`src/design/button_tap_hold_dimmer_fsm_macros.svh`:
```
// assertion macros shared by the button dimmer modules
// used by bthd_lane and bthd_merge; needs nothing else
`ifndef BUTTON_TAP_HOLD_DIMMER_FSM_MACROS_SVH
`define BUTTON_TAP_HOLD_DIMMER_FSM_MACROS_SVH

// same-cycle implication
`define BTHD_ASSERT_IMP(lbl, clk, rst, ante, cons) \
  lbl: assert property (@(posedge clk) disable iff (rst) (ante) |-> (cons)) \
    else $error("bthd same-cycle check failed");

// next-cycle implication
`define BTHD_ASSERT_NXT(lbl, clk, rst, ante, cons) \
  lbl: assert property (@(posedge clk) disable iff (rst) (ante) |=> (cons)) \
    else $error("bthd next-cycle check failed");

`endif

```
`src/design/bthd_pkg.sv`:
```
// shared types, constants and helpers for the button tap/hold dimmer
// no dependencies
`timescale 1ns / 1ps
`default_nettype none

package bthd_pkg;

  localparam int CNT_W           = 8;
  localparam int PIN_W           = 5;
  localparam int NUM_BUTTONS_DEF = 5;
  localparam int CFG_IDX_W       = 2;

  localparam logic [CNT_W-1:0] DEBOUNCE_RST = 8'd1;
  localparam logic [CNT_W-1:0] HOLD_RST     = 8'd50;
  localparam logic [CNT_W-1:0] REPEAT_RST   = 8'd25;
  localparam logic [CNT_W-1:0] WINDOW_RST   = 8'd25;

  typedef enum logic [CFG_IDX_W-1:0] {
    REG_DEBOUNCE = 2'd0,
    REG_HOLD     = 2'd1,
    REG_REPEAT   = 2'd2,
    REG_WINDOW   = 2'd3
  } reg_e;

  typedef struct packed {
    logic [CNT_W-1:0] settle_ticks;
    logic [CNT_W-1:0] hold_start_ticks;
    logic [CNT_W-1:0] repeat_ticks;
    logic [CNT_W-1:0] repress_window_ticks;
  } cfg_t;

  typedef struct packed {
    logic             op;
    logic [PIN_W-1:0] pins;
  } in_t;

  typedef struct packed {
    logic [PIN_W-1:0] toggle_mask;
    logic [PIN_W-1:0] fade_step_mask;
    logic [PIN_W-1:0] fade_down_mask;
    logic             all_idle;
  } out_t;

  typedef struct packed {
    logic toggle;
    logic step;
    logic down;
    logic idle;
  } lane_res_t;

  // a zero load counts as one tick
  function automatic logic [CNT_W-1:0] load_of(input logic [CNT_W-1:0] val);
    load_of = (val == '0) ? {{(CNT_W-1){1'b0}}, 1'b1} : val;
  endfunction

endpackage

`default_nettype wire

```
`src/design/button_tap_hold_dimmer_fsm.sv`:
```
// Tap / hold / repress dimmer front end for up to five active-low buttons. Each transfer
// on the input channel is either a pin sample (op 0) or a 10 ms tick (op 1) and yields
// exactly one result transfer. All button lanes update in parallel in the cycle the item
// is taken, so a new item is accepted every clock while not stalled; the result is
// registered in the output stage, whose two entries let up to two results wait while the
// output is stalled; the input stalls only when both entries are occupied. The user must
// write configuration registers through cfg_we / cfg_index / cfg_data only while no item
// is in flight (the block does not check). depends on bthd_pkg, bthd_lane and bthd_merge
`timescale 1ns / 1ps
`default_nettype none

module button_tap_hold_dimmer_fsm #(
  parameter int NUM_BUTTONS = bthd_pkg::NUM_BUTTONS_DEF
) (
  input  wire logic                           clk,
  input  wire logic                           rst,
  input  wire logic                           in_valid,
  output logic                                in_stall,
  input  wire bthd_pkg::in_t                  in_data,
  output logic                                out_valid,
  input  wire logic                           out_stall,
  output bthd_pkg::out_t                      out_data,
  input  wire logic                           cfg_we,
  input  wire logic [bthd_pkg::CFG_IDX_W-1:0] cfg_index,
  input  wire logic [bthd_pkg::CNT_W-1:0]     cfg_data
);

  bthd_pkg::cfg_t              cfg;
  logic [bthd_pkg::PIN_W-1:0]  last_pins;
  logic [bthd_pkg::PIN_W-1:0]  changed;
  logic                        accept;
  logic                        full;
  logic [NUM_BUTTONS-1:0]      lane_pin_chg;
  logic [NUM_BUTTONS-1:0]      lane_pin_level;
  bthd_pkg::lane_res_t         lane_res [NUM_BUTTONS];

  assign in_stall = full;
  assign accept   = in_valid && !in_stall;
  assign changed  = in_data.pins ^ last_pins;

  always_ff @(posedge clk) begin
    if (rst) begin
      cfg.settle_ticks         <= bthd_pkg::DEBOUNCE_RST;
      cfg.hold_start_ticks     <= bthd_pkg::HOLD_RST;
      cfg.repeat_ticks         <= bthd_pkg::REPEAT_RST;
      cfg.repress_window_ticks <= bthd_pkg::WINDOW_RST;
    end else if (cfg_we) begin
      case (cfg_index)
        bthd_pkg::REG_DEBOUNCE: cfg.settle_ticks         <= cfg_data;
        bthd_pkg::REG_HOLD:     cfg.hold_start_ticks     <= cfg_data;
        bthd_pkg::REG_REPEAT:   cfg.repeat_ticks         <= cfg_data;
        bthd_pkg::REG_WINDOW:   cfg.repress_window_ticks <= cfg_data;
        default: ;
      endcase
    end
  end

  always_ff @(posedge clk) begin
    if (rst) begin
      last_pins <= '1;
    end else if (accept && !in_data.op) begin
      last_pins <= in_data.pins;
    end
  end

  for (genvar i = 0; i < NUM_BUTTONS; i++) begin : g_lane
    if (i < bthd_pkg::PIN_W) begin : g_pin
      assign lane_pin_chg[i]   = changed[i];
      assign lane_pin_level[i] = in_data.pins[i];
    end else begin : g_nopin
      assign lane_pin_chg[i]   = 1'b0;
      assign lane_pin_level[i] = 1'b1;
    end

    bthd_lane u_lane (
      .clk       (clk),
      .rst       (rst),
      .accept    (accept),
      .op        (in_data.op),
      .pin_chg   (lane_pin_chg[i]),
      .pin_level (lane_pin_level[i]),
      .cfg       (cfg),
      .res       (lane_res[i])
    );
  end

  bthd_merge #(
    .NUM_BUTTONS (NUM_BUTTONS)
  ) u_merge (
    .clk       (clk),
    .rst       (rst),
    .push      (accept),
    .lane_res  (lane_res),
    .full      (full),
    .out_valid (out_valid),
    .out_stall (out_stall),
    .out_data  (out_data)
  );

endmodule

`default_nettype wire

```
`src/design/bthd_lane.sv`:
```
// one button lane: debounce / hold / repress state machine with countdown timer
// depends on bthd_pkg and button_tap_hold_dimmer_fsm_macros.svh
`timescale 1ns / 1ps
`default_nettype none
`include "button_tap_hold_dimmer_fsm_macros.svh"

module bthd_lane (
  input  wire logic              clk,
  input  wire logic              rst,
  input  wire logic              accept,
  input  wire logic              op,
  input  wire logic              pin_chg,
  input  wire logic              pin_level,
  input  wire bthd_pkg::cfg_t    cfg,
  output bthd_pkg::lane_res_t    res
);

  typedef enum logic [5:0] {
    PH_RELEASED     = 6'b000001,
    PH_PRESS_DB     = 6'b000010,
    PH_PRESSED      = 6'b000100,
    PH_RELEASE_DB   = 6'b001000,
    PH_REPRESS_DB   = 6'b010000,
    PH_WAIT_REPRESS = 6'b100000
  } phase_t;

  typedef enum logic [1:0] {
    DIR_NONE = 2'd0,
    DIR_UP   = 2'd1,
    DIR_DOWN = 2'd2
  } dir_t;

  phase_t                       phase, phase_next;
  dir_t                         dir, dir_next;
  logic                         pin_rel, pin_rel_next;
  logic [bthd_pkg::CNT_W-1:0]   countdown, countdown_next;
  logic [bthd_pkg::CNT_W-1:0]   cd_dec;
  logic                         ev_press, ev_release, ev_timer;
  dir_t                         dir_hold;

  always_comb begin
    phase_next     = phase;
    dir_next       = dir;
    pin_rel_next   = pin_rel;
    countdown_next = countdown;
    ev_press       = 1'b0;
    ev_release     = 1'b0;
    ev_timer       = 1'b0;
    res            = '0;
    cd_dec         = countdown - {{(bthd_pkg::CNT_W-1){1'b0}}, 1'b1};
    dir_hold       = (dir == DIR_NONE) ? DIR_DOWN : dir;

    if (!op) begin
      if (pin_chg) begin
        pin_rel_next = pin_level;
        ev_press     = !pin_level;
        ev_release   = pin_level;
      end
    end else if (countdown != '0) begin
      countdown_next = cd_dec;
      ev_timer       = (cd_dec == '0);
    end

    case (phase)
      PH_PRESS_DB: begin
        if (ev_timer) begin
          if (pin_rel_next) begin
            phase_next     = PH_RELEASED;
            countdown_next = '0;
          end else begin
            phase_next     = PH_PRESSED;
            countdown_next = bthd_pkg::load_of(cfg.hold_start_ticks);
          end
        end
      end
      PH_PRESSED: begin
        if (ev_release) begin
          phase_next     = PH_RELEASE_DB;
          countdown_next = bthd_pkg::load_of(cfg.settle_ticks);
        end else if (ev_timer) begin
          dir_next       = dir_hold;
          res.step       = 1'b1;
          res.down       = (dir_hold == DIR_DOWN);
          countdown_next = bthd_pkg::load_of(cfg.repeat_ticks);
        end
      end
      PH_RELEASE_DB: begin
        if (ev_timer) begin
          if (pin_rel_next) begin
            if (dir == DIR_NONE) begin
              res.toggle     = 1'b1;
              phase_next     = PH_RELEASED;
              countdown_next = '0;
            end else begin
              phase_next     = PH_WAIT_REPRESS;
              countdown_next = bthd_pkg::load_of(cfg.repress_window_ticks);
            end
          end else begin
            phase_next = PH_PRESSED;
          end
        end
      end
      PH_REPRESS_DB: begin
        if (ev_timer) begin
          if (pin_rel_next) begin
            phase_next     = PH_RELEASED;
            countdown_next = '0;
          end else begin
            dir_next       = (dir == DIR_DOWN) ? DIR_UP : DIR_DOWN;
            phase_next     = PH_PRESSED;
            countdown_next = bthd_pkg::load_of(cfg.repeat_ticks);
          end
        end
      end
      PH_WAIT_REPRESS: begin
        if (ev_timer) begin
          phase_next = PH_RELEASED;
          dir_next   = DIR_NONE;
        end else if (ev_press) begin
          phase_next     = PH_REPRESS_DB;
          countdown_next = bthd_pkg::load_of(cfg.settle_ticks);
        end
      end
      default: begin
        if (ev_press) begin
          phase_next     = PH_PRESS_DB;
          countdown_next = bthd_pkg::load_of(cfg.settle_ticks);
        end
      end
    endcase

    res.idle = (phase_next == PH_RELEASED);
  end

  always_ff @(posedge clk) begin
    if (rst) begin
      phase     <= PH_RELEASED;
      dir       <= DIR_NONE;
      pin_rel   <= 1'b1;
      countdown <= '0;
    end else if (accept) begin
      phase     <= phase_next;
      dir       <= dir_next;
      pin_rel   <= pin_rel_next;
      countdown <= countdown_next;
    end
  end

  `BTHD_ASSERT_IMP(a_released_timer_idle, clk, rst, phase == PH_RELEASED, countdown == '0)
  `BTHD_ASSERT_NXT(a_step_rearms, clk, rst, accept && res.step, phase == PH_PRESSED && countdown != '0)
  `BTHD_ASSERT_NXT(a_toggle_releases, clk, rst, accept && res.toggle, phase == PH_RELEASED && dir == DIR_NONE)

endmodule

`default_nettype wire

```
`src/design/bthd_merge.sv`:
```
// merges lane results into one result word and holds it in a two-entry output stage
// depends on bthd_pkg and button_tap_hold_dimmer_fsm_macros.svh
`timescale 1ns / 1ps
`default_nettype none
`include "button_tap_hold_dimmer_fsm_macros.svh"

module bthd_merge #(
  parameter int NUM_BUTTONS = bthd_pkg::NUM_BUTTONS_DEF
) (
  input  wire logic                clk,
  input  wire logic                rst,
  input  wire logic                push,
  input  wire bthd_pkg::lane_res_t lane_res [NUM_BUTTONS],
  output logic                     full,
  output logic                     out_valid,
  input  wire logic                out_stall,
  output bthd_pkg::out_t           out_data
);

  bthd_pkg::out_t          merged;
  bthd_pkg::out_t          skid;
  logic                    skid_valid;
  logic                    out_fire;
  logic [NUM_BUTTONS-1:0]  idle_bits;

  for (genvar i = 0; i < bthd_pkg::PIN_W; i++) begin : g_mask
    if (i < NUM_BUTTONS) begin : g_lane
      assign merged.toggle_mask[i]    = lane_res[i].toggle;
      assign merged.fade_step_mask[i] = lane_res[i].step;
      assign merged.fade_down_mask[i] = lane_res[i].down;
    end else begin : g_none
      assign merged.toggle_mask[i]    = 1'b0;
      assign merged.fade_step_mask[i] = 1'b0;
      assign merged.fade_down_mask[i] = 1'b0;
    end
  end

  for (genvar i = 0; i < NUM_BUTTONS; i++) begin : g_idle
    assign idle_bits[i] = lane_res[i].idle;
  end

  assign merged.all_idle = &idle_bits;
  assign out_fire        = out_valid && !out_stall;
  assign full            = skid_valid;

  always_ff @(posedge clk) begin
    if (rst) begin
      out_valid  <= 1'b0;
      skid_valid <= 1'b0;
    end else if (push) begin
      if (!out_valid || out_fire) begin
        out_valid <= 1'b1;
      end else begin
        skid_valid <= 1'b1;
      end
    end else if (out_fire) begin
      out_valid  <= skid_valid;
      skid_valid <= 1'b0;
    end
  end

  always_ff @(posedge clk) begin
    if (push) begin
      if (!out_valid || out_fire) begin
        out_data <= merged;
      end else begin
        skid <= merged;
      end
    end else if (out_fire && skid_valid) begin
      out_data <= skid;
    end
  end

  `BTHD_ASSERT_IMP(a_skid_behind_out, clk, rst, skid_valid, out_valid)
  `BTHD_ASSERT_IMP(a_no_push_when_full, clk, rst, push, !skid_valid)
  `BTHD_ASSERT_NXT(a_skid_drains, clk, rst, out_fire && skid_valid && !push, out_valid && !skid_valid)

endmodule

`default_nettype wire

```
`config.mk`:
```
export PLATFORM = sky130hd
export DESIGN_NAME = button_tap_hold_dimmer_fsm
export DESIGN_NICKNAME = d
export VERILOG_FILES = /design/src/design/bthd_pkg.sv /design/src/design/button_tap_hold_dimmer_fsm.sv /design/src/design/bthd_lane.sv /design/src/design/bthd_merge.sv
export VERILOG_INCLUDE_DIRS = /design/src /design/src/design
export SDC_FILE = /design/constraint.sdc
export NUM_CORES = 1
export LEC_CHECK = 0
export ABC_CLOCK_PERIOD_IN_PS = 3400
export BUFFER_PORTS_ARGS = -buffer_cell sky130_fd_sc_hd__buf_2
export CAP_MARGIN = 25
export CORE_MARGIN = 5
export CORE_UTILIZATION = 45
export DETAILED_ROUTE_END_ITERATION = 7
export PLACE_DENSITY = 0.57
export SETUP_SLACK_MARGIN = 0.1
export SYNTH_ARGS = -nofsm -noshare
export SYNTH_HDL_FRONTEND = slang
export SYNTH_HIERARCHICAL = 1
export SYNTH_SLANG_ARGS = --single-unit
```
`constraint.sdc`:
```
create_clock -name clk -period 3.4 [get_ports clk]
set_input_delay 0.17 -clock clk [delete_from_list [all_inputs] [get_ports clk]]
set_output_delay 0.17 -clock clk [all_outputs]
set_load 0.01 [all_outputs]
```
## After elaboration in Yosys (flattened, before gate mapping)

Index checks and enable logic that the tools add are counted.

| storage, ports and cells | value |
|---|---|
| register bits | 156 |
| bits of input ports | 21 |
| output and inout port bits | 18 |
| logic and storage cells | 420 |

| operators by class | value |
|---|---|
| add/subtract/negate cells | 5 |
| equality and inequality tests | 70 |
| mux-type cells | 248 |
| bitwise gates (word level) | 2 |
| reductions and logical operators | 60 |

Operators with widths:

| operator | number |
|---|---|
| 8-bit two-way mux | 69 |
| 6-bit two-way mux | 40 |
| 8-bit case mux with 5 select lines | 5 |
| 6-bit case mux with 4 select lines | 5 |
| 2-bit two-way mux | 50 |
| 8-bit logical NOT | 9 |
| 1-bit two-way mux | 66 |
| 16-bit two-way mux | 3 |
| 8-bit nonzero test | 5 |
| 8-bit by 1-bit subtractor with 8-bit output (second input constant) | 5 |
| 7-bit AND reduction | 5 |
| 2-bit by 1-bit inequality test with 1-bit output (second input constant) | 16 |
| 6-bit by 1-bit equality test with 1-bit output (second input constant) | 5 |
| 6-bit by 2-bit equality test with 1-bit output (second input constant) | 5 |
| 6-bit by 3-bit equality test with 1-bit output (second input constant) | 5 |
| 6-bit by 4-bit equality test with 1-bit output (second input constant) | 5 |
| 6-bit by 5-bit equality test with 1-bit output (second input constant) | 5 |
| 6-bit equality test (second input constant) | 5 |
| 2-bit case mux with 3 select lines | 5 |
| 2-bit equality test (second input constant) | 12 |
| 2-bit inequality test (second input constant) | 11 |
| 2-bit AND reduction | 8 |
| 3-bit two-way mux | 5 |
| 3-bit nonzero test | 5 |
| other kinds (10) | 31 |

## Logic depth before layout (Yosys ltp)

| logic depth | value |
|---|---|
| depth after elaboration | 10 |
| depth in mapped cells | 12 |
| mapped depth without buffers | 11 |

## By module

Netlist, hierarchy kept.

Modules (own cells, without submodules):

| module | times used | cells each | area each (um^2) | seq. area each (um^2) |
|---|---|---|---|---|
| bthd_lane at g_lane[1].u_lane ... | 4 | 266 | 1953.1 | 340.3 |
| bthd_lane at g_lane[0].u_lane | 1 | 279 | 2107.0 | 340.3 |
| button_tap_hold_dimmer_fsm | 1 | 151 | 1549.0 | 740.7 |
| bthd_merge | 1 | 67 | 1335.0 | 1001.0 |

## Worst setup path before layout

OpenSTA, ideal clock, no wires.

| path | value |
|---|---|
| path kind | flip-flop to flip-flop |
| from | register g_lane[0].u_lane.phase[1] |
| to | register, netlist name u_merge/out_data[0] |
| setup time | 0.257 ns |
| arrival | 2.259 ns |
| required time | 3.143 ns |
| setup slack | 0.884 ns |
| stages on the path, launching flop included | 12 |
| path buffers | 3 |
| clock period less this slack | 2.516 ns |
| cell sequence | dfxtp_1 buf_6 or4_4 or2_1 buf_2 nand4_2 buf_6 nand2_1 o311a_1 and4_1 nand3_1 o2bb2ai_1 |

RTL lines:

| element | line | RTL |
|---|---|---|
| start, declared | bthd_lane.sv:33 | `phase_t phase, phase_next;` |
| start signal, assigned | bthd_lane.sv:142 | `phase <= phase_next;` |

==> impl_results.rst <==
.. list-table::
   :header-rows: 1

   * - Metric
     - Value
   * - Top flip-flop cell by instance count after synthesis
     - dfxtp_1
   * - Min cycle time layout
     - 2.90 ns
   * - Die height
     - 179 um
   * - End-of-flow core utilization
     - 49.5%
   * - Cell Count Post-Placement
     - 1933
   * - Initial antenna violation count
     - 0
   * - Number of gates given a new drive strength after cts
     - 0
   * - Proportion of netlist area held by the largest area contributor
     - 19.4%
   * - Detail-routed net length per standard cell
     - roughly 23 um
   * - Number of cells on the worst reg-to-reg path
     - 9
   * - Post-Synthesis Cell Area
     - 12800 um2
   * - Critical R2R Launch
     - g_lane[0].u_lane/phase[1]$_SDFFE_PP0P_
   * - End point of the critical path
     - u_merge/out_data[0]$_DFFE_PP_
   * - First-pass GRT wire length
     - ~71000 um
   * - Reg-to-reg setup timing slack
     - about 0.50 ns
   * - Design area
     - 13800 um2
   * - Max-Cap Viols
     - 0
   * - Root buffer selected by CTS
     - clkbuf_16
   * - Count of placed standard cells in the final layout, fillers left out
     - a little under 2000
   * - Startpoint type of the worst setup path
     - flip-flop
   * - Post-route ant nets
     - 0
   * - Path category of the worst min-delay check
     - in2reg
   * - Final worst path period share
     - roughly 85%
   * - Hold Startpoint
     - cfg_data[0]
   * - Area growth from synthesis to layout
     - 8.07%
   * - Crit path arrival time
     - around 3.2 ns
   * - Unrepaired setup endpoints after global routing
     - false
   * - Number of buffers inserted during clock tree synthesis
     - 17
   * - Startpoint of the worst setup timing path
     - g_lane[0].u_lane/phase[1]$_SDFFE_PP0P_
   * - Critical path endpoint category
     - flip-flop
   * - Congestion Overflow GR
     - 0
   * - Detailed-router iteration count before antenna repair
     - 6
   * - H-Tree Level Count
     - 4
   * - Maximum operating frequency
     - approximately 340 MHz
   * - TritonCTS clock tree
     - done
   * - Final setup violation count
     - 0
   * - Core region area
     - approximately 28000 um2
   * - Setup slack of the critical path after layout
     - 0.500 ns
   * - Largest cells by area after synthesis
     - dfxtp_1, edfxtp_1, a21oi_1
   * - Asr flop ratio synth
     - 0%
   * - Die area
     - about 32000 um2
   * - Via count normalized by instance count
     - about 6.7
   * - Pin count of the biggest net entering global routing
     - 56
   * - Antenna diode instance count
     - 0
   * - Total negative slack for setup checks
     - 0 ns
   * - Final HPWL DP
     - 31700 um
   * - Peak supply drop
     - about 0.31 mV
   * - Hold-fix buffer count after cts
     - 0
   * - Crit Path Class
     - reg2reg
   * - Total power divided by cell area
     - roughly 420 nW/um2
   * - Static leakage
     - roughly 0.0052 uW
   * - Post-DP Area
     - 13300 um2
   * - Skew final
     - 0.0115 ns
   * - I/O pin count
     - 39
   * - Setup Buffers After CTS
     - 0
   * - Fraction of layout instances using a drive strength above 1
     - between 15 and 20%
   * - Number of nets at the end of the flow
     - 1609
   * - Post-synthesis sequential area ratio
     - between 20% and 30%
   * - Synth Instances
     - 1561
   * - DR DRC count
     - 0
   * - Synthesized area per cell
     - 8.20 um2
   * - DP Worst Slack
     - about 0.55 ns
   * - Core Rows
     - 61
   * - CP max FO
     - 12
   * - Run status
     - complete, no violations
   * - Detailed Route Iter0 Violations
     - just under 2000
   * - # port buffers
     - 38
   * - Clock-pin slew reported for the worst setup and hold paths after clock tree synthesis
     - ~0.070 ns
   * - Number of warnings reported in the yosys synthesis log
     - 6
   * - Clock latency reported for the late side of the worst-skew pair
     - 0.44 ns
   * - Syn_nets
     - between 1500 and 2000
   * - Final estimated routing congestion in global placement
     - approximately 0.95
   * - Via count of the first global-routing pass
     - between 10000 and 15000
   * - EDFF count, synth
     - 32
   * - Die Width
     - about 180 um
   * - Required time worst endpoint
     - about 3.7 ns
   * - Number of slew-limit violations in the final report
     - 0
   * - Slew of the pin with the lowest slew margin
     - just under 0.9 ns
   * - Final hold violation count
     - 0
   * - Initial core utilization
     - roughly 46%
   * - Number of library cell types mapped by synthesis
     - between 100 and 150
   * - Fill cells
     - 2794
   * - Synth area leader
     - dfxtp_1
   * - Total number of vias
     - 13103
   * - CTS Buffer Depth
     - 2
   * - Total routing usage reported by global routing
     - 27.9%
   * - Overall routed net length
     - about 45000 um
   * - Capture point of the worst reg-to-reg path
     - u_merge/out_data[0]$_DFFE_PP_
   * - Worst slew margin relative to its limit
     - around two fifths
   * - Sink Count
     - around 160
   * - Flop and latch count out of synthesis
     - approximately 160
registers in the layout (all words and copies together) (netlist names):
register	count
u_merge/out_valid	1
u_merge/skid	16
last_pins	5
u_merge/out_data	16
g_lane.u_lane/countdown	40
g_lane.u_lane/pin_rel	5
g_lane.u_lane/phase	30
u_merge/full	1
cfg	32
g_lane.u_lane/dir	10
synthesized netlist by cell type (14+ instances only):
cell type,n
nor2_1,158
a21oi_1,126
dfxtp_1,124
nand2_1,116
o21ai_0,74
nor3_1,61
mux2i_1,55
nand3_1,51
nand2b_1,46
inv_1,38
clkbuf_1,34
and3_1,33
edfxtp_1,32
o21ai_1,30
nor4_1,27
a211oi_1,22
o32ai_1,21
or2_2,19
buf_6,18
o211ai_1,17
a222oi_1,16
a22oi_1,16
o221ai_1,16
a21o_1,15
mux2_4,15
o31ai_1,15
ha_1,14
or3_1,14
cell type report:
| cell class | instances | area [um2] | area share [%] |
|---|---|---|---|
| multi-input combinational | 1280 | 8660 | 62.6 |
| sequential | 156 | 3440 | 24.9 |
| timing repair buffer | 77 | 523 | 3.78 |
| clock buffer | 20 | 479 | 3.46 |
| tap | 378 | 473 | 3.42 |
| inverter | 42 | 158 | 1.14 |
| clock inverter | 12 | 100 | 0.723 |
worst min-delay path by stage:
stage                                                end  cells past startpoint
after global routing                cfg[28]$_SDFFE_PP0P_                      3
after detailed placement            cfg[16]$_SDFFE_PP0P_                      3
after global placement              cfg[17]$_SDFFE_PP1P_                      3
after floorplan           u_merge/out_valid$_SDFFE_PP0P_                      1
final                               cfg[16]$_SDFFE_PP0P_                      3
after CTS                           cfg[16]$_SDFFE_PP0P_                      3
report_power, final:
part	leakage, uW	internal (uW)	switching [uW]	total [uW]
sequential	0.00132	2010	226	2230
combinational	0.00360	647	1000	1650
clock	0.000288	1040	899	1940
total	0.00521	3700	2130	5820
layer usage:
layer | GRT usage (%) | share of wire, % | vias up
li1 | - | - | 6050
met1 | 40.8 | 46 | 6273
met2 | 41.8 | 43 | 676
met3 | 4.53 | 8.1 | 104
met4 | 9.02 | 2.9 | 0
met5 | 0 | 0 | -
metrics by stage:
| stage | total power, uW | hold slack (ns) |
|---|---|---|
| 3_3_place_gp | 3860 | 0.462 |
| 4_1_cts | 5830 | 0.0215 |
| 2_1_floorplan | 3450 | 0.239 |
| 3_5_place_dp | 3870 | 0.484 |
| 6_report | 5820 | 0.0311 |
| 5_1_grt | 6100 | 0.0366 |
critical path, cell delays in order, from the launching register on:
cell and delay [ns]:
dfxtp_1 0.39, or4_4 0.58, or2_1 0.36, nand4_2 0.28, nor2_1 0.12, a221oi_2 0.32, o2111a_1 0.20, and4_1 0.26
nand3_1 0.10, o2bb2ai_1 0.13
cells in the final DEF (no fill, tap or decap), types with 15 or more instances in the layout:
| cell | n |
|---|---|
| o211ai_1 | 17 |
| a222oi_1 | 16 |
| o32ai_1 | 21 |
| mux2_4 | 15 |
| buf_4 | 37 |
| dfxtp_1 | 124 |
| and3_1 | 33 |
| a21oi_1 | 125 |
| o21ai_1 | 30 |
| o31ai_1 | 15 |
| clkbuf_16 | 19 |
| or2_2 | 19 |
| nor4_1 | 27 |
| nand3_1 | 51 |
| nand2_1 | 116 |
| nor2_1 | 158 |
| a22oi_1 | 16 |
| buf_2 | 37 |
| a21o_1 | 15 |
| a211oi_1 | 22 |
| mux2i_1 | 55 |
| inv_1 | 38 |
| o21ai_0 | 74 |
| o221ai_1 | 16 |
| nor3_1 | 61 |
| nand2b_1 | 46 |
| edfxtp_1 | 32 |
kinds of logic (layout without fill, tap and decap cells):
logic type / count (synthesis) / after routing / synth area share (%)
and+or+nand+nor: 645 / 645 / 28.1
AOI/OAI and AO/OA: 519 / 519 / 29.7
DFF: 156 / 156 / 26.9
buffers and inverters: 125 / 151 / 5.55
muxes: 79 / 79 / 6.85
xor gates and xnor gates: 23 / 23 / 1.57
adders and majority gates: 14 / 14 / 1.37
Note: power is estimated with default switching activity, not from simulation.
